File: src/hw/rtl/order_book_matching_engine_defines.svh
// Assertion macros for the order book matching engine.
`ifndef ORDER_BOOK_MATCHING_ENGINE_DEFINES_SVH
`define ORDER_BOOK_MATCHING_ENGINE_DEFINES_SVH

// Same-cycle implication, checked out of reset.
`define OBME_ASSERT_NOW(lbl, ante, cons, msg) \
  lbl: assert property (@(posedge clk) disable iff (!rst_n) (ante) |-> (cons)) else $error(msg);

// Next-cycle implication, checked out of reset.
`define OBME_ASSERT_NEXT(lbl, ante, cons, msg) \
  lbl: assert property (@(posedge clk) disable iff (!rst_n) (ante) |=> (cons)) else $error(msg);

`endif

File: src/hw/rtl/obme_pkg.sv
// Shared types, constants and codes of the order book matching engine.
package obme_pkg;

  localparam int TICKERS_DEF    = 4;
  localparam int BOOK_DEPTH_DEF = 8;
  localparam int MAX_RESULTS    = 64;
  localparam int COMM_DIVISOR   = 100;
  localparam int COMM_MULT      = 2;

  localparam int TKR_W    = 2;
  localparam int CLIENT_W = 8;
  localparam int PRICE_W  = 20;
  localparam int SHARES_W = 16;
  localparam int SEQ_W    = 32;
  localparam int TS_W     = 32;
  localparam int VALUE_W  = 36;
  localparam int COMM_W   = 31;
  localparam int SLOT_W   = 8;
  localparam int CNT_W    = 7;

  localparam logic KIND_EOD     = 1'b1;
  localparam logic SIDE_BUY     = 1'b1;
  localparam logic STAT_TRADE   = 1'b0;
  localparam logic STAT_REJECT  = 1'b1;

  typedef enum logic {OP_BEST, OP_INSERT} probe_op_t;

  typedef enum logic [3:0] {
    ST_IDLE, ST_INS, ST_REJ, ST_LAUNCH, ST_COLLECT, ST_SEL,
    ST_MUL, ST_DSTART, ST_DWAIT, ST_EMIT, ST_FIN
  } state_t;

  typedef struct packed {
    logic                vld;
    probe_op_t           op;
    logic [TKR_W-1:0]    tkr;
    logic                found;
    logic [SLOT_W-1:0]   slot;
    logic [PRICE_W-1:0]  price;
    logic [SHARES_W-1:0] shares;
    logic [SEQ_W-1:0]    seq;
    logic [CLIENT_W-1:0] client;
  } probe_t;

  typedef struct packed {
    logic                vld;
    logic [SLOT_W-1:0]   slot;
    logic [SHARES_W-1:0] qty;
  } upd_t;

  typedef struct packed {
    logic                status;
    logic [TKR_W-1:0]    tkr;
    logic [CLIENT_W-1:0] buyer;
    logic [CLIENT_W-1:0] seller;
    logic [PRICE_W-1:0]  price;
    logic [SHARES_W-1:0] shares;
    logic [VALUE_W-1:0]  value;
    logic [COMM_W-1:0]   comm;
  } result_t;

endpackage

File: src/hw/rtl/obme_div100.sv
// Iterative divide by the commission divisor, four quotient bits per cycle.
module obme_div100 import obme_pkg::*; (
  input  logic               clk,
  input  logic               rst_n,
  input  logic               start,
  input  logic [VALUE_W-1:0] dividend,
  output logic               done,
  output logic [VALUE_W-1:0] quotient
);

  localparam int BITS   = 4;
  localparam int STEPS  = VALUE_W / BITS;
  localparam int STEP_W = $clog2(STEPS);
  localparam int REM_W  = 7;
  localparam logic [REM_W:0] DIV = (REM_W+1)'(COMM_DIVISOR);

  logic               busy_r, busy_nxt;
  logic               done_r, done_nxt;
  logic [STEP_W-1:0]  cnt_r, cnt_nxt;
  logic [VALUE_W-1:0] num_r, num_nxt;
  logic [VALUE_W-1:0] quo_r, quo_nxt;
  logic [REM_W-1:0]   rem_r, rem_nxt;
  logic [REM_W:0]     tmp;

  always_comb begin
    busy_nxt = busy_r;
    done_nxt = 1'b0;
    cnt_nxt  = cnt_r;
    num_nxt  = num_r;
    quo_nxt  = quo_r;
    rem_nxt  = rem_r;
    tmp      = '0;
    if (start) begin
      busy_nxt = 1'b1;
      cnt_nxt  = '0;
      num_nxt  = dividend;
      quo_nxt  = '0;
      rem_nxt  = '0;
    end else if (busy_r) begin
      for (int k = 0; k < BITS; k++) begin
        tmp     = {rem_nxt, num_nxt[VALUE_W-1]};
        num_nxt = {num_nxt[VALUE_W-2:0], 1'b0};
        if (tmp >= DIV) begin
          tmp     = tmp - DIV;
          quo_nxt = {quo_nxt[VALUE_W-2:0], 1'b1};
        end else begin
          quo_nxt = {quo_nxt[VALUE_W-2:0], 1'b0};
        end
        rem_nxt = tmp[REM_W-1:0];
      end
      cnt_nxt = cnt_r + 1'b1;
      if (cnt_r == STEP_W'(STEPS - 1)) begin
        busy_nxt = 1'b0;
        done_nxt = 1'b1;
      end
    end
  end

  always_ff @(posedge clk) begin
    if (!rst_n) begin
      busy_r <= 1'b0;
      done_r <= 1'b0;
    end else begin
      busy_r <= busy_nxt;
      done_r <= done_nxt;
    end
  end

  always_ff @(posedge clk) begin
    cnt_r <= cnt_nxt;
    num_r <= num_nxt;
    quo_r <= quo_nxt;
    rem_r <= rem_nxt;
  end

  assign done     = done_r;
  assign quotient = quo_r;

endmodule

File: config.mk
export PLATFORM = sky130hd
export DESIGN_NAME = obme_div100
export DESIGN_NICKNAME = d
export VERILOG_FILES = /design/src/hw/rtl/order_book_matching_engine_defines.svh /design/src/hw/rtl/obme_pkg.sv /design/src/hw/rtl/obme_div100.sv
export SDC_FILE = /design/constraint.sdc
export NUM_CORES = 1
export LEC_CHECK = 0
export ABC_AREA = 1
export BUFFER_PORTS_ARGS = -buffer_cell sky130_fd_sc_hd__buf_4
export CORE_MARGIN = 4
export CORE_UTILIZATION = 28
export DETAILED_ROUTE_END_ITERATION = 12
export PLACE_DENSITY = 0.46
export SYNTH_ARGS = -nofsm -noshare
export SYNTH_HDL_FRONTEND = slang
export SYNTH_SLANG_ARGS = --single-unit
File: constraint.sdc
create_clock -name clk -period 7.05 [get_ports clk]
set_input_delay 0.705 -clock clk [delete_from_list [all_inputs] [get_ports clk]]
set_output_delay 0.705 -clock clk [all_outputs]
set_load 0.01 [all_outputs]
======== After elaboration in Yosys (flattened, before gate mapping) ========
Index checks and enable logic that the tools add are counted.
cells by class
  $add $sub $neg .......................... 5
  magnitude comparators ................... 4
  equal/unequal tests ..................... 1
  muxes and demuxes ....................... 20
  bitwise gates (word level) .............. 2
  reductions and logical operators ........ 2
operator list
  cell                                                                                 number
  36-bit 2-to-1 mux                                                                    2
  7-bit 2-to-1 mux                                                                     10
  8-bit by 7-bit greater-or-equal comparator with 1-bit output, second input constant  4
  7-bit subtractor, second input constant                                              4
  1-bit 2-to-1 mux                                                                     8
  4-bit by 1-bit adder with 4-bit output, second input constant                        1
  4-bit equality test, second input constant                                           1
  3-bit OR reduction                                                                   1
  1-bit inverter                                                                       2
  2-bit nonzero test                                                                   1
word-level totals
  flip-flop bits (word level) ............. 85
  input bits .............................. 39
  output and inout bits ................... 37
  word-level logic and storage cells ...... 40

======== Longest topological paths before layout ========
  word-level depth ........................ 14
  depth in mapped cells ................... 36
  mapped depth without buffers ............ 36

======== Worst setup path before layout ========
Ideal clock, no wire load.
  path type ............................... flip-flop to flip-flop
  start point ............................. register rem_r[1]
  end point ............................... register rem_r[4]
  setup time .............................. 0.113 ns
  data arrival time ....................... 3.310 ns
  required time ........................... 6.937 ns
  setup slack ............................. 3.627 ns
  stages on the path, launching flop included .. 36
  period minus slack after synthesis ...... 3.423 ns
  cell sequence ........................... dfxtp_1 > inv_1 > ha_1 > nand2_4 > inv_2 > nand2_4 > nand2_8 > nand2_8 > nand2_4 > nand2_4 > inv_2 > ha_1 > inv_1 > nand3_2 > nor2_2 > nor2_4 > nand3_1 > nand2_2 > ha_1 > inv_1 > nand2_1 > nor2_1 > nand2_1 > nand3_2 > nand2_1 > nand2_1 > inv_1 > ha_1 > inv_1 > nand2_1 > nand2_2 > nand2_2 > nand3_4 > nand3_1 > nand3_1 > nand2_1
on the way
  word-level cells in the longest chain between the ends .. 14
  elaborated cells on any way between the ends .. 18
  classes of those cells .................. add/sub (4); order compare (4); mux (10)
RTL lines
  element                                                                                           RTL line                              source
  from (decl)                                                                                       obme_div100.sv:22                     logic [REM_W-1:0] rem_r, rem_nxt;
  from (signal assigned)                                                                            obme_div100.sv:73                     rem_r <= rem_nxt;
  7-bit subtractor or 8-bit by 7-bit greater-or-equal comparator with 1-bit output (tied branches)  obme_div100.sv:44, obme_div100.sv:43
  7-bit 2-to-1 mux *                                                                                obme_div100.sv:43                     if (tmp >= DIV) begin
  7-bit 2-to-1 mux *                                                                                obme_div100.sv:39                     end else if (busy_r) begin
  7-bit 2-to-1 mux *                                                                                obme_div100.sv:33                     if (start) begin
  7-bit subtractor or 8-bit by 7-bit greater-or-equal comparator with 1-bit output (tied branches)  obme_div100.sv:44, obme_div100.sv:43
  7-bit 2-to-1 mux *                                                                                obme_div100.sv:43
  7-bit 2-to-1 mux *                                                                                obme_div100.sv:39
  7-bit 2-to-1 mux *                                                                                obme_div100.sv:33
  8-bit by 7-bit greater-or-equal comparator with 1-bit output or 7-bit subtractor (tied branches)  obme_div100.sv:43, obme_div100.sv:44
  7-bit 2-to-1 mux *                                                                                obme_div100.sv:43
  7-bit 2-to-1 mux *                                                                                obme_div100.sv:39
  7-bit 2-to-1 mux *                                                                                obme_div100.sv:33
  7-bit subtractor or 8-bit by 7-bit greater-or-equal comparator with 1-bit output (tied branches)  obme_div100.sv:44, obme_div100.sv:43
  7-bit 2-to-1 mux *                                                                                obme_div100.sv:43
Mark *: on every way between the ends. The rest lies on a longest branch, timed or not. The select of a mux whose other input is x is not followed.
A chain may end at the register's enable or synchronous reset.

======== Worst setup path in the final report ========
  start point ............................. register rem_r[1]
  end point ............................... register rem_r[2]
The elaborated chain is that of the path after synthesis.

==> results_dict.tcl <==
set metrics [dict create \
    post_synth.cell_area_avg_um2 8.138 \
    detailroute.via_count 3316 \
    dpl.hpwl_um 6686 \
    synth_seq_cells 85 \
    nets 622 \
    first_global_vias 3303 \
    area_share_of_the_largest_cell_type_after_synthesis 0.2646 \
    grt_max_degree 73 \
    wire_length_of_the_first_global_routing_pass_um 15990 \
    synth_edf_count 36 \
    io_pins 76 \
    yosys_most_used_dff "sky130_fd_sc_hd__dfxtp_1" \
    drt.antenna.violating_nets 0 \
    p_seq_frac 0.333 \
    die_x_um 128.8 \
    ctsHtreeMaxLevel 3 \
    worst_pin_slew_ns 0.9912 \
    cap_violations 0 \
    critPathMostFrequentCell "sky130_fd_sc_hd__nand2_1" \
    tritoncts "done" \
    multi_input_comb_area_mm2 0.001685 \
    die_area_mm2 0.01659 \
    seq_area_mm2 0.002062 \
    powerDensity_mw_per_mm2 340.3 \
    finalCriticalPeriod_ns 3.760 \
    final_area_mm2 0.005135 \
    comb_power_share 0.398 \
    drive_gt1_frac 0.2427 \
    clock_latency_ns 0.34 \
    synth.area.top_cells "sky130_fd_sc_hd__edfxtp_1 (26%), sky130_fd_sc_hd__dfxtp_1 (24%), sky130_fd_sc_hd__nand2_1 (16%), sky130_fd_sc_hd__inv_1 (6.2%), sky130_fd_sc_hd__o22ai_1 (4.7%)" \
    area_delta_synth_final_pct 25.70 \
    synth.lib_cells_used.distinct 26 \
    grt.overflow.total 0 \
    report.final.hold_viol_count 0 \
    crit_path_max_incr_delay_ns 0.35 \
    timing.critical_path.to "rem_r[2]" \
    globalRouteTotalUtil 0.1198 \
    worst-endpoint-required_ns 7.24 \
    post-cts-setup-buffer-count 0 \
    setup-tns-final_ns 0 \
    hp-class "reg2reg" \
    finalSetupViolations 0 \
    drt-wirelength-per-cell_um 12.29 \
    die_height_um 128.8 \
    swShare 0.3911 \
    r2r_cells 35 \
    clkTransAtPathRegs_ns 0.06 \
    post-synth-top-area-cell "sky130_fd_sc_hd__edfxtp_1" \
    critical_path.endpoint_type "flop" \
    max_slew_violation_count 0 \
    buffer_ports.inserted 75 \
    detail_route.drc_violations 0 \
    globalRouteMet1Util 0.1538 \
    timing.critical_path.from "rem_r[1]" \
    synth_async_sr_flop_share 0 \
    synth_sequential_area_ratio 0.5047 \
    r2r_start "rem_r[1]" \
    vdd_ir_drop_max_v 0.0001214 \
    numCtsBuffers 9 \
    syn-num-nets 548 \
    cts_buffer_depth 2 \
    critical_path.slowest_cell "sky130_fd_sc_hd__dfxtp_1" \
    routability_cong 0.7683 \
    slew_headroom 0.3351 \
    cts_root_buffer "sky130_fd_sc_hd__clkbuf_16" \
    place_area_mm2 0.004832 \
    fmax_mhz 266.0 \
    n_fill_cell 1497 \
    critPathMaxFanout 10 \
    final_critical_path_setup_slack_ns 3.290 \
    core_area_mm2 0.01410 \
    global_route.peak_usage_layer "met2" \
    antennaDiodeCount 0 \
    cts.repair.resized 0 \
    intPower_w 0.001064 \
    finalCritPeriodShare 0.5333 \
    switching_power_w 0.0006835 \
    yosys_warnings 0 \
    unrepaired_setup_endpoints_after_global_routing "false" \
    route.final.wire_length_um 9356 \
    worst_setup_slack_after_placement_ns 3.283 \
    first_pass_iters 5 \
    ratio_of_routed_vias_to_standard_cells 4.357 \
    clock_skew_ns 0.008893 \
    timing.rr.end "rem_r[2]" \
    globalRouteMet3Util 0.03238 \
    number_of_instances_in_the_synthesized_netlist 502 \
    grt_util_met2 0.1945 \
    outcome "completed" \
    power_frac_clock 0.270 \
    cts-hold-fix-buffers 0 \
    post_synthesis_cell_area_mm2 0.004085 \
    type_of_element_launching_the_critical_path "flop" \
    reg2reg_slack_ns 3.29 \
    num_rows 43 \
    p_leak_nw 2.316 \
    cts_num_sinks 85 \
    path_class "reg2reg" \
    drt_first_iter_violations 198 \
    arrival_ns 3.95 \
    initial_utilization 0.2898 \
    antenna_found_initial 0 \
]
critical path: cells and delay by family, from the launching register on:
| kind | cells | cell delay [ns] |
|---|---|---|
| flops | 1 | 0.35 |
| fa+ha+maj | 4 | 0.85 |
| simple gates | 23 | 1.90 |
| buf+inv | 7 | 0.48 |
| compound gates | 1 | 0.06 |
flip-flops by register name (all words and copies together) (netlist names):
register and cells:
num_r 36, done 1, rem_r 7, cnt_r 4, quotient 36, busy_r 1
Yosys cell counts (2+ instances only):
library cell / number
sky130_fd_sc_hd__a21oi_1: 5
sky130_fd_sc_hd__clkbuf_1: 12
sky130_fd_sc_hd__nand3_1: 37
sky130_fd_sc_hd__nand2_2: 15
sky130_fd_sc_hd__nor2_1: 10
sky130_fd_sc_hd__inv_1: 67
sky130_fd_sc_hd__nand3_2: 6
sky130_fd_sc_hd__edfxtp_1: 36
sky130_fd_sc_hd__nor2_4: 2
sky130_fd_sc_hd__ha_1: 7
sky130_fd_sc_hd__nand2_8: 2
sky130_fd_sc_hd__nand2_4: 9
sky130_fd_sc_hd__nand2_1: 170
sky130_fd_sc_hd__clkinv_1: 3
sky130_fd_sc_hd__nor3_1: 5
sky130_fd_sc_hd__dfxtp_1: 49
sky130_fd_sc_hd__nor2_2: 5
sky130_fd_sc_hd__inv_2: 7
sky130_fd_sc_hd__o22ai_1: 31
sky130_fd_sc_hd__o21ai_1: 4
sky130_fd_sc_hd__xor2_1: 3
sky130_fd_sc_hd__o21ai_0: 13
through the flow:
stage | cells | utilization | hold slack, ns | power, W
6_report | 761 | 0.3643 | 0.4584 | 0.001748
5_1_grt | 761 | 0.3643 | 0.4865 | 0.001886
4_1_cts | 761 | 0.3643 | 0.4579 | 0.001770
3_5_place_dp | 745 | 0.3428 | 0.4437 | 0.001290
3_3_place_gp | 745 | 0.3428 | 0.4427 | 0.001298
2_1_floorplan | 502 | - | 0.4246 | 0.001150
logic make-up (layout without fill, tap and decap cells):
family | after synthesis | count (layout) | synth area share
xor+xnor | 3 | 3 | 0.006433
compound gates | 54 | 54 | 0.07657
simple gates | 263 | 263 | 0.3081
fa+ha+maj | 7 | 7 | 0.02144
flops | 85 | 85 | 0.5047
buf+inv | 90 | 169 | 0.08269
metal layers:
layer | vias to the layer above | part of all wire
met5 | - | 0
met4 | 0 | 0.015
met3 | 12 | 0.038
met2 | 56 | 0.48
met1 | 1485 | 0.46
li1 | 1763 | -
power by group through the flow:
stage | logic [W] | registers [W] | clock network (W)
after floorplan | 0.000561 | 0.000588 | 0
after global placement | 0.000706 | 0.000593 | 0
after detailed placement | 0.000698 | 0.000592 | 0
after CTS | 0.000701 | 0.000582 | 0.000488
after global routing | 0.000794 | 0.000587 | 0.000505
final | 0.000695 | 0.000581 | 0.000471
cells in the final DEF, fill, tap and decap left out, drive strengths merged:
master | netlist | layout
nand2 | 196 | 196
xor2 | 3 | 3
nor3 | 5 | 5
or2 | 1 | 1
o22ai | 31 | 31
inv | 74 | 77
nand3 | 44 | 44
nor2 | 17 | 17
o21ai | 17 | 17
ha | 7 | 7
edfxtp | 36 | 36
a21oi | 6 | 6
clkbuf | 12 | 11
clkinv | 3 | 4
dfxtp | 49 | 49
buf | 1 | 76
clkinvlp | 0 | 1
cell type report:
class	count	share of cell area
Clock buffer	11	0.05141
Multi-Input combinational cell	327	0.3282
Clock inverter	5	0.007554
Tap cell	180	0.04386
Sequential cell	85	0.4016
Inverter	77	0.05629
Timing Repair Buffer	76	0.1111
worst min path at each step:
stage | start | endpoint | slack [ns] | cells past startpoint
5_1_grt | cnt_r[3] | cnt_r[3] | 0.49 | 1
4_1_cts | rem_r[6] | rem_r[6] | 0.46 | 2
2_1_floorplan | cnt_r[3] | cnt_r[3] | 0.42 | 1
3_3_place_gp | quotient[33] | quotient[33] | 0.44 | 2
6_report | rem_r[6] | rem_r[6] | 0.46 | 2
3_5_place_dp | rem_r[6] | rem_r[6] | 0.44 | 2
Note: power is estimated with default switching activity, not from simulation.
