`src/hw/rtl/order_book_matching_engine_defines.svh`:
```
// Assertion macros for the order book matching engine.
`ifndef ORDER_BOOK_MATCHING_ENGINE_DEFINES_SVH
`define ORDER_BOOK_MATCHING_ENGINE_DEFINES_SVH

// Same-cycle implication, checked out of reset.
`define OBME_ASSERT_NOW(lbl, ante, cons, msg) \
  lbl: assert property (@(posedge clk) disable iff (!rst_n) (ante) |-> (cons)) else $error(msg);

// Next-cycle implication, checked out of reset.
`define OBME_ASSERT_NEXT(lbl, ante, cons, msg) \
  lbl: assert property (@(posedge clk) disable iff (!rst_n) (ante) |=> (cons)) else $error(msg);

`endif

```
`src/hw/rtl/obme_pkg.sv`:
```
// Shared types, constants and codes of the order book matching engine.
package obme_pkg;

  localparam int TICKERS_DEF    = 4;
  localparam int BOOK_DEPTH_DEF = 8;
  localparam int MAX_RESULTS    = 64;
  localparam int COMM_DIVISOR   = 100;
  localparam int COMM_MULT      = 2;

  localparam int TKR_W    = 2;
  localparam int CLIENT_W = 8;
  localparam int PRICE_W  = 20;
  localparam int SHARES_W = 16;
  localparam int SEQ_W    = 32;
  localparam int TS_W     = 32;
  localparam int VALUE_W  = 36;
  localparam int COMM_W   = 31;
  localparam int SLOT_W   = 8;
  localparam int CNT_W    = 7;

  localparam logic KIND_EOD     = 1'b1;
  localparam logic SIDE_BUY     = 1'b1;
  localparam logic STAT_TRADE   = 1'b0;
  localparam logic STAT_REJECT  = 1'b1;

  typedef enum logic {OP_BEST, OP_INSERT} probe_op_t;

  typedef enum logic [3:0] {
    ST_IDLE, ST_INS, ST_REJ, ST_LAUNCH, ST_COLLECT, ST_SEL,
    ST_MUL, ST_DSTART, ST_DWAIT, ST_EMIT, ST_FIN
  } state_t;

  typedef struct packed {
    logic                vld;
    probe_op_t           op;
    logic [TKR_W-1:0]    tkr;
    logic                found;
    logic [SLOT_W-1:0]   slot;
    logic [PRICE_W-1:0]  price;
    logic [SHARES_W-1:0] shares;
    logic [SEQ_W-1:0]    seq;
    logic [CLIENT_W-1:0] client;
  } probe_t;

  typedef struct packed {
    logic                vld;
    logic [SLOT_W-1:0]   slot;
    logic [SHARES_W-1:0] qty;
  } upd_t;

  typedef struct packed {
    logic                status;
    logic [TKR_W-1:0]    tkr;
    logic [CLIENT_W-1:0] buyer;
    logic [CLIENT_W-1:0] seller;
    logic [PRICE_W-1:0]  price;
    logic [SHARES_W-1:0] shares;
    logic [VALUE_W-1:0]  value;
    logic [COMM_W-1:0]   comm;
  } result_t;

endpackage

```
`src/hw/rtl/obme_cell.sv`:
```
// One book slot: holds an order and updates the probe passing through it.
module obme_cell import obme_pkg::*; #(
  parameter int SLOT       = 0,
  parameter int BOOK_DEPTH = BOOK_DEPTH_DEF,
  parameter bit IS_BUY     = 1'b1
) (
  input  logic   clk,
  input  logic   rst_n,
  input  probe_t prb_in,
  output probe_t prb_out,
  input  upd_t   upd
);

  localparam logic [TKR_W-1:0]  MY_TKR  = TKR_W'(SLOT / BOOK_DEPTH);
  localparam logic [SLOT_W-1:0] MY_SLOT = SLOT_W'(SLOT);

  logic                valid_r, valid_nxt;
  logic [PRICE_W-1:0]  price_r, price_nxt;
  logic [SHARES_W-1:0] shares_r, shares_nxt;
  logic [SEQ_W-1:0]    seq_r, seq_nxt;
  logic [CLIENT_W-1:0] client_r, client_nxt;
  probe_t              prb_r, prb_nxt;
  logic                mine, better;

  always_comb begin
    mine = prb_in.vld && (prb_in.tkr == MY_TKR);
    if (price_r != prb_in.price) begin
      better = IS_BUY ? (price_r > prb_in.price) : (price_r < prb_in.price);
    end else begin
      better = seq_r < prb_in.seq;
    end
    prb_nxt    = prb_in;
    valid_nxt  = valid_r;
    price_nxt  = price_r;
    shares_nxt = shares_r;
    seq_nxt    = seq_r;
    client_nxt = client_r;
    if (mine && prb_in.op == OP_BEST && valid_r && (!prb_in.found || better)) begin
      prb_nxt.found  = 1'b1;
      prb_nxt.slot   = MY_SLOT;
      prb_nxt.price  = price_r;
      prb_nxt.shares = shares_r;
      prb_nxt.seq    = seq_r;
      prb_nxt.client = client_r;
    end
    if (mine && prb_in.op == OP_INSERT && !valid_r && !prb_in.found) begin
      prb_nxt.found = 1'b1;
      prb_nxt.slot  = MY_SLOT;
      valid_nxt     = 1'b1;
      price_nxt     = prb_in.price;
      shares_nxt    = prb_in.shares;
      seq_nxt       = prb_in.seq;
      client_nxt    = prb_in.client;
    end
    if (upd.vld && upd.slot == MY_SLOT) begin
      shares_nxt = shares_r - upd.qty;
      if (shares_nxt == '0) begin
        valid_nxt = 1'b0;
      end
    end
  end

  always_ff @(posedge clk) begin
    if (!rst_n) begin
      valid_r <= 1'b0;
      prb_r   <= '0;
    end else begin
      valid_r <= valid_nxt;
      prb_r   <= prb_nxt;
    end
  end

  always_ff @(posedge clk) begin
    price_r  <= price_nxt;
    shares_r <= shares_nxt;
    seq_r    <= seq_nxt;
    client_r <= client_nxt;
  end

  assign prb_out = prb_r;

endmodule

```
`config.mk`:
```
export PLATFORM = sky130hd
export DESIGN_NAME = obme_cell
export DESIGN_NICKNAME = d
export VERILOG_FILES = /design/src/hw/rtl/order_book_matching_engine_defines.svh /design/src/hw/rtl/obme_pkg.sv /design/src/hw/rtl/obme_cell.sv
export SDC_FILE = /design/constraint.sdc
export NUM_CORES = 1
export LEC_CHECK = 0
export BUFFER_PORTS_ARGS = -buffer_cell sky130_fd_sc_hd__buf_2
export CORE_MARGIN = 1.5
export CORE_UTILIZATION = 53
export DETAILED_ROUTE_END_ITERATION = 12
export MAX_ROUTING_LAYER = met4
export PLACE_DENSITY_LB_ADDON = 0.3
export SLEW_MARGIN = 15
export SYNTH_ARGS = -nofsm -noshare
export SYNTH_HDL_FRONTEND = slang
export SYNTH_SLANG_ARGS = --single-unit
```
`constraint.sdc`:
```
create_clock -name clk -period 3.6 [get_ports clk]
set_clock_uncertainty 0.1 [all_clocks]
set_input_delay 0.18 -clock clk [delete_from_list [all_inputs] [get_ports clk]]
set_output_delay 0.18 -clock clk [all_outputs]
set_load 0.05 [all_outputs]
```
### Yosys cells after proc, flatten, opt, wreduce, memory -nomap -nowiden

Cells that the tools add are included.

| cells by class | value |
|---|---|
| bitwise gates (word level) | 2 |
| equal/unequal tests | 1 |
| order comparisons | 2 |
| $add $sub $neg | 1 |
| reduce and logical (&&, ||, !) cells | 16 |
| mux-type cells | 8 |

Operators by type and width:

| cell | count |
|---|---|
| $mux W85 | 1 |
| $lt A32 B32 Y1 | 1 |
| $mux W16 | 2 |
| $gt A20 B20 Y1 | 1 |
| $ne A20 B20 Y1 | 1 |
| $logic_not A16 Y1 | 1 |
| $sub A16 B16 Y16 | 1 |
| $mux W9 | 1 |
| $logic_and A1 B1 Y1 | 8 |
| $logic_not A8 Y1 | 1 |
| $mux W1 | 4 |
| $reduce_or A3 Y1 | 1 |
| $logic_not A1 Y1 | 2 |
| $logic_not A2 Y1 | 1 |
| $not A1 Y1 | 2 |
| $reduce_bool A2 Y1 | 1 |
| $logic_or A1 B1 Y1 | 1 |

| storage, ports and cells | value |
|---|---|
| bits of input ports | 116 |
| register bits after elaboration | 166 |

### Longest topological paths before layout

Gate-level depths: netlist of the first run.

| logic depth | value |
|---|---|
| depth in word-level cells | 8 |
| depth in mapped cells | 13 |
| depth with buffers taken out | 11 |

### Worst setup path before layout of the first run

Ideal clock, no wire load.

| timing path | value |
|---|---|
| kind | register to register |
| start point | register shares_r[0] |
| end point | register shares_r[14], data pin |
| buffers on the path | 0 |
| data required time | 3240 ps |
| setup slack | 940 ps |
| arrival time | 2300 ps |
| stages on the path, launching flop included | 12 |
| clock period less this slack | 2660 ps |
| cell sequence | edfxtp_1 > inv_1 > ha_1 > fa_1 > nand2b_1 > a21o_1 > a211oi_1 > a21o_1 > nand2_1 > o21ai_0 > xor2_1 > mux2_2 |

| between the ends | value |
|---|---|
| longest elaborated chain between the ends | 2 |

RTL lines:

| what | line | RTL |
|---|---|---|
| start, declared | obme_cell.sv:19 | `logic [SHARES_W-1:0] shares_r, shares_nxt;` |
| start signal, assigned | obme_cell.sv:75 | `shares_r <= shares_nxt;` |
| $sub A16 B16 Y16 | obme_cell.sv:56 | `shares_nxt = shares_r - upd.qty;` |
| $mux W16 | obme_cell.sv:55 | `if (upd.vld && upd.slot == MY_SLOT) begin` |
| net shares_nxt[14] | obme_cell.sv:19 |  |

The timed path passes the listed nets, and every way through them passes these cells.
A chain may end at the register's enable or synchronous reset.

### Worst setup path in the final report of the first run

| timing path | value |
|---|---|
| start point | input prb_in[73] (netlist name) |
| end point | register prb_r, in the netlist prb_out[5] |

| between the ends | value |
|---|---|
| longest elaborated chain between the ends | 5 |

RTL lines:

| what | line | RTL |
|---|---|---|
| start, declared | obme_cell.sv:9 | `input probe_t prb_in,` |
| $gt A20 B20 Y1 / $ne A20 B20 Y1 (equally long branches) | obme_cell.sv:28, obme_cell.sv:27 |  |
| $mux W1 * | obme_cell.sv:27 | `if (price_r != prb_in.price) begin` |
| $logic_or A1 B1 Y1 * | obme_cell.sv:38 | `if (mine && prb_in.op == OP_BEST && valid_r && (!prb_in.found \|\| better)) begin` |
| $logic_and A1 B1 Y1 * | obme_cell.sv:38 |  |
| $mux W85 * | obme_cell.sv:38 |  |
| end signal, assigned | obme_cell.sv:69 | `prb_r <= prb_nxt;` |
| end, declared | obme_cell.sv:22 | `probe_t prb_r, prb_nxt;` |

Every way passes the cells marked *; elsewhere a longest branch is shown, timed or not.

==> summary.md, run 1 <==
| Metric | Value |
|---|---|
| Outcome | `finished, final reports clean` |
| Largest net degree at the start of global routing | `84` |
| Setup Viol. Count Final | `0` |
| Sequential fraction of the synthesis area | `between 40% and 50%` |
| Startpoint type of the worst setup path | `input port` |
| Synth unique cells | `55` |
| Die Area | `18350 um2` |
| CP Max Fanout | `71` |
| Pre-CTS WS | `about 0.4 ns` |
| Synth Register Bits | `around 170` |
| H-tree depth | `4` |
| Critical Path, Cell by Cell | `dlygate4sd3_1 > buf_2 > inv_1 > ha_1 > nand4_1 > nor4_2 > nand4_1 > a2111oi_0 > o22ai_1 > a21oi_4 > buf_12 > o311ai_1` |
| Max Clock Freq | `308.1 MHz` |
| Synth area leader | `edfxtp_1` |
| Final ANT Viol Nets | `0` |
| WL final | `~24 mm` |
| Sequential cell area | `around 4100 um2` |
| Routability Congestion | `0.8714` |
| DR vias | `~8400` |
| Syn Nets | `about 1200` |
| Most numerous cell in the Yosys netlist | `nand2_1` |
| Mapped Cells | `983` |
| Die width | `135.5 um` |
| Peak VDD IR | `~0.35 mV` |
| Synthesis-to-layout area growth | `27.58%` |
| Final hold violations | `0` |
| Crit path buffers/inverters | `4` |
| Std-Cell Rows | `48` |
| Setup tns final | `0 ns` |
| Synth area leaders | `edfxtp_1, dfxtp_1, ha_1` |
| Total clock sinks | `about 170` |
| Starting DRT DRC Count | `approximately 600` |
| Clock root buffer | `clkbuf_16` |
| Fin. max-slew vios | `0` |
| DP Wirelength | `between 15 and 20 mm` |
| Num ports | `205` |
| Period utilization | `90.15%` |
| Max-Cap Viols | `0` |
| Layout cell share with drive strength beyond 1 | `around a fifth` |
| Ys flop type | `dfxtp_1` |
| Fraction of registers with async set/reset | `0%` |
| Synth Area per Inst | `between 9 and 10 um2` |
| Clock Latency Late Sink | `~0.42 ns` |
| Initial DRT Pass Iterations | `6` |
| Yosys warns | `0` |
| Top cell type's share of synthesized area | `between 20 and 25%` |
| Clk slew on worst S/H paths | `0.06 ns` |
| RSZ-0062 raised after global routing | `false` |
| Drc violations | `0` |
| Worst min path class | `input port to register` |
| Setup CP Type | `input port to register` |
| Initial core utilization | `around 54%` |
| Area of the core | `between 15000 and 20000 um2` |
| Routed WL per cell | `16.32 um` |
| Final min period | `3.245 ns` |
| Total power draw | `4.813 mW` |
| Worst Path Required | `between 3 and 4 ns` |
| Post-layout nets | `around 1400` |
| Fillers | `about 1300` |
| Power per cell area | `405.6 nW/um2` |
| Fin util | `between 60 and 70%` |
| CTS Buf Count | `17` |
| Slew HR | `between 40% and 50%` |
| Worst Path Arrival | `about 3.4 ns` |
| Setup crit end kind | `register` |
| Max Buffers Root-to-Sink | `2` |
| Initial antenna violation count | `0` |
| Overflow left after global routing | `0` |
| Pleak | `~5.7 nW` |
| Vias in the first global route | `7869` |
| EDFF count, synth | `76` |
| Worst path slowest cell | `dlygate4sd3_1` |
| Post-synth top cells | `nand2_1, dfxtp_1, and3_1` |
| Post CTS Setup Buffer Count | `0` |
| Die height | `approximately 140 um` |
| First-pass GRT wire length | `38.37 mm` |
| Cell family with most CP delay | `compound AO/OA/AOI/OAI gates` |
| Crit path setup slack, layout | `about 0.35 ns` |
| Tot GR Track Use | `27.02%` |
| # diodes | `0` |
| Worst Tran Pin Value | `between 0.8 and 0.9 ns` |
| Multi-input logic area | `roughly 4600 um2` |
| Slowest stage delay, CP | `between 0.5 and 0.6 ns` |
| Via/cell ratio | `approximately 5.7` |
| Crit path top cell by count | `nand4_1` |
| Post-Syn Area | `~9300 um2` |
| CTS tree | `built` |
| Port-buffer cells | `between 200 and 250` |
per-stage QoR:
stage / std cells / instance area (um2) / hold WS (ns)
2_1_floorplan: 983 / 9301 / 0.1789
3_3_place_gp: 1350 / 10410 / 0.2775
3_5_place_dp: 1350 / 10410 / 0.2781
4_1_cts: 1469 / 11860 / 0.009011
5_1_grt: 1469 / 11870 / 0.02694
6_report: 1469 / 11870 / 0.01797
report_power, final:
group	switching [mW]	total (mW)	internal [mW]
Sequential	0.0304	2.09	2.06
Clock	0.734	1.77	1.04
Combinational	0.617	0.950	0.333
kinds of logic (layout without fill, tap and decap cells):
family                     Yosys count  in the layout  share of synthesized area, %
and+or+nand+nor                    342            342                         17.68
AOI/OAI and AO/OA                  248            248                         21.23
DFF                                166            166                         43.91
buffers and inverters              147            408                         6.793
adders and majority gates           67             67                         9.093
xor gates and xnor gates            10             10                        0.9416
muxes                                3              3                        0.3632
worst register-to-register path, delay by kind of cell, from the launching register on:
family	cells	cell delay [ns]
adders and majority gates	1	0.31
buffers and inverters	1	0.32
DFF	1	0.38
AOI/OAI and AO/OA	4	1.10
and+or+nand+nor	3	0.79
per-layer routing:
| metal | global-route usage [%] | share of wire, % | vias up | wire length (um) |
|---|---|---|---|---|
| met5 | - | 0 | - | 0 |
| met1 | 35.34 | 44 | 3965 | 10670 |
| met2 | 42.72 | 47 | 288 | 11260 |
| met4 | 9.976 | 2.4 | 0 | 584 |
| li1 | - | - | 4135 | - |
| met3 | 3.966 | 6.1 | 47 | 1474 |
cell type report:
cell class              instances  area share, %
multi-input cells             670          38.69
flip-flops and latches        166          34.42
repair buffers                304          17.37
clock buffers                  25          4.544
well taps                     225          2.372
inverters                      73          2.309
clock inverters                 6         0.3058
registers in the layout, summed over array words and instances, names as in the netlist:
register  count
client_r      8
prb_out      89
price_r      20
seq_r        32
shares_r     16
valid_r       1
final timing paths:
kind,start,to,slack [ns],depth (start not counted)
max,prb_in[73],prb_out[5],0.35,12
min,prb_in[84],prb_out[84],0.02,3
max reg2reg,price_r[17],prb_out[5],0.45,9
min reg2reg,client_r[4],prb_out[4],0.51,3
what timing repair did:
action	4_1_cts	5_1_grt
resized for setup	0	1
setup endpoints to repair	0	11
hold buffers	88	0
hold endpoints to repair	160	0
layout by cell type (no fill, tap or decap), types with 2 or more instances in the layout:
master | synthesis | layout
a2111oi_0 | 3 | 3
a211o_1 | 3 | 3
a211oi_1 | 5 | 5
a21o_1 | 21 | 21
a21oi_1 | 20 | 20
a2bb2oi_1 | 76 | 76
a31oi_1 | 2 | 2
a41oi_1 | 2 | 2
and2_1 | 5 | 5
and3_1 | 88 | 88
buf_12 | 0 | 5
buf_2 | 2 | 203
buf_4 | 0 | 7
clkbuf_1 | 54 | 3
clkbuf_16 | 0 | 20
clkbuf_8 | 0 | 2
clkinv_2 | 0 | 4
dfxtp_1 | 90 | 90
dlygate4sd3_1 | 0 | 88
edfxtp_1 | 76 | 76
ha_1 | 66 | 66
inv_1 | 73 | 72
mux2_2 | 3 | 3
nand2_1 | 183 | 183
nand2b_1 | 5 | 5
nand3_1 | 10 | 10
nand4_1 | 11 | 11
nor2_1 | 16 | 16
nor2b_1 | 5 | 5
nor3_1 | 8 | 8
nor3b_1 | 2 | 2
nor4b_1 | 2 | 2
o21a_1 | 3 | 3
o21ai_0 | 23 | 23
o311ai_1 | 76 | 76
xnor2_1 | 5 | 5
xor2_1 | 5 | 5
Note: power is estimated with default switching activity, not from simulation.
==> run 2, diff against run 1 <==
- clock period: 3.6 -> 3.25 ns (I/O delays scaled with it)
==> run 2 against run 1 <==
Setup slack worse by 0.17 ns. Global-route usage rose by 0.21 points. Cell count is 0.68% higher. First-iteration DRC count shrank 5.8%. Sequential power increased by 11%. Via count is 1.7% higher. Power grew 16%. Worst hold slack better by 0.12 ns. Register-to-register slack worse by 0.26 ns. Non-clock buffer count rose by 9. Core utilization increased by 1.1 points. Final area increased by 1.6%. Largest power group unchanged.
==> summary.md, run 2 (synthesized netlist as in run 1, its figures left out) <==
| Metric | Value |
|---|---|
| Post-layout nets | `1424 (+0.64%)` |
| Worst Path Required | `3.46 ns (-0.31 ns)` |
| Die Area | `18350 um2 (unchanged)` |
| CTS Buf Count | `17 (unchanged)` |
| Worst min path class | `input port to register` |
| Area of the core | `17240 um2 (unchanged)` |
| Initial antenna violation count | `0 (unchanged)` |
| CP Max Fanout | `38 (-46%)` |
| Power per cell area | `461.9 nW/um2 (+14%)` |
| R2r setup slk | `0.19 ns (-0.26 ns)` |
| Overflow left after global routing | `0 (unchanged)` |
| Setup crit end kind | `register` |
| Final hold slack | `0.1337 ns (+0.1157 ns)` |
| NetSw | `1.631 mW (+18%)` |
| Share of power burned in combinational logic | `19.3% (-0.4 points)` |
| Fin. max-slew vios | `0 (unchanged)` |
| Slew HR | `46.17% (+2.2 points)` |
| Clock power frac | `39.1% (+2.3 points)` |
| H-tree depth | `4 (unchanged)` |
| Vias in the first global route | `8049 (+2.3%)` |
| Setup tns final | `0 ns (unchanged)` |
| Std-Cell Rows | `48 (unchanged)` |
| Initial DRT Pass Iterations | `5 (-1)` |
| Port-buffer cells | `204 (unchanged)` |
| First-pass GRT wire length | `38.70 mm (+0.87%)` |
| Max-Cap Viols | `0 (unchanged)` |
| Drc violations | `0 (unchanged)` |
| Critical path startpoint | `prb_in[71]` |
| Fin util | `69.92% (+1.1 points)` |
| Setup CP Type | `input port to register` |
| Die width | `135.5 um (unchanged)` |
| Starting DRT DRC Count | `571 (-5.8%)` |
| Largest net degree at the start of global routing | `85 (+1.2%)` |
| Routability Congestion | `0.8847 (+1.5%)` |
| Flop pwr share | `41.6% (-1.9 points)` |
| Layout cell share with drive strength beyond 1 | `21.29% (+0.87 points)` |
| WL final | `24.75 mm (+3.2%)` |
| RSZ-0062 raised after global routing | `false` |
| Max FFs per register | `89 (unchanged)` |
| Synthesis-to-layout area growth | `29.57%` |
| Max Buffers Root-to-Sink | `2 (unchanged)` |
| Peak VDD IR | `0.3691 mV (+6.2%)` |
| Tot GR Track Use | `27.23% (+0.21 points)` |
| Die height | `135.5 um (unchanged)` |
| Final ANT Viol Nets | `0 (unchanged)` |
| Total clock sinks | `166 (unchanged)` |
| Worst Path Arrival | `3.28 ns (-0.14 ns)` |
| # diodes | `0 (unchanged)` |
| Num ports | `205 (unchanged)` |
| Final min period | `between 3 and 4 ns` |
| Initial core utilization | `53.96% (unchanged)` |
| DP Wirelength | `15.54 mm (+0.72%)` |
| Total power draw | `5.566 mW (+16%)` |
| Max Clock Freq | `around 330 MHz` |
| Pleak | `5.788 nW (+1.6%)` |
| Setup Viol. Count Final | `0 (unchanged)` |
| Period utilization | `between 90% and 100%` |
| Clock root buffer | `clkbuf_16` |
| Clock Latency Late Sink | `0.43 ns (about the same)` |
| Startpoint type of the worst setup path | `input port` |
| HP Start | `upd[0]` |
| RR Startpoint | `price_r[5]` |
| Switch share | `29.31% (+0.61 points)` |
| Outcome | `finished, final reports clean` |
| CTS tree | `built` |
| Routed WL per cell | `16.73 um (+2.5%)` |
| Worst Tran Pin Value | `0.8075 ns (-0.03229 ns)` |
| Int Power | `3.935 mW (+15%)` |
| Most frequent cells in the layout | `buf_2, nand2_1, dfxtp_1, dlygate4sd3_1, and3_1` |
| Final hold violations | `0 (unchanged)` |
| Clk slew on worst S/H paths | `0.07 ns (about the same)` |
| Via/cell ratio | `5.802 (+1.0%)` |
| Commonest non-fill, non-tap cell in the layout | `buf_2` |
| DR vias | `8581 (+1.7%)` |
run 2: changes by cell type in the layout (fill, tap and decap cells not counted), sizes merged:
cell	change
clkinv	-3
dlygate4sd3	+1
clkbuf	-3
inv	+7
bufinv	+2
buf	+6
run 2: what timing repair did:
action,CTS,global route
gates resized for setup,0,2
hold buffers,89,0
hold endpoints to repair,165,0
setup endpoints to repair,0,85
buffers inserted,0,1
run 2: metal layers:
layer,share of wire [%],wire (um),GRT usage [%],vias to the layer above
li1,-,-,-,4169
met1,43,10680,33.97,4079
met2,49,12100,45.10,293
met3,5.8,1439,4.153,40
met4,2.1,526,9.618,0
met5,0,0,-,-
run 2: power groups by stage:
stage          Clock, mW  Sequential [mW]  Combinational (mW)
2_1_floorplan          0             2.64               0.411
3_3_place_gp           0             2.36               0.944
3_5_place_dp           0             2.36               0.961
4_1_cts             2.21             2.31                1.05
5_1_grt             2.28             2.32                1.16
6_report            2.18             2.32                1.07
run 2: final cells by class:
class / count / area [um2]
fillers: 1261 / 5185
multi-input cells: 670 / 4597
flip-flops and latches: 166 / 4084
repair buffers: 313 / 2175
clock buffers: 20 / 489.2
well taps: 225 / 281.5
inverters: 73 / 274.0
clock inverters: 12 / 151.4
run 2: path summary, 6_finish.rpt:
kind | end | depth (start not counted)
min | shares_r[0] | 3
max reg2reg | prb_out[19] | 11
min reg2reg | prb_out[0] | 3
max | prb_out[19] | 14
run 2: per-stage QoR:
| step | std cells | worst slack (ns) | cell area, um2 |
|---|---|---|---|
| after global placement | 1355 | 0.1000 | 10440 |
| after floorplan | 983 | 0.5899 | 9301 |
| after detailed placement | 1355 | 0.1587 | 10440 |
| final | 1479 | 0.1808 | 12050 |
| after global routing | 1479 | 0.02208 | 12050 |
| after CTS | 1476 | 0.08288 | 11980 |
run 2: critical path: stages:
cell and delay, ns:
dlygate4sd3_1 0.55, buf_2 0.16, inv_1 0.05, ha_1 0.28, nand4_1 0.13, nor4_2 0.33, nand4_1 0.25, a2111oi_1 0.45
o22ai_1 0.18, a21oi_4 0.16, buf_12 0.15, buf_12 0.20, nand2_1 0.10, o311ai_1 0.10
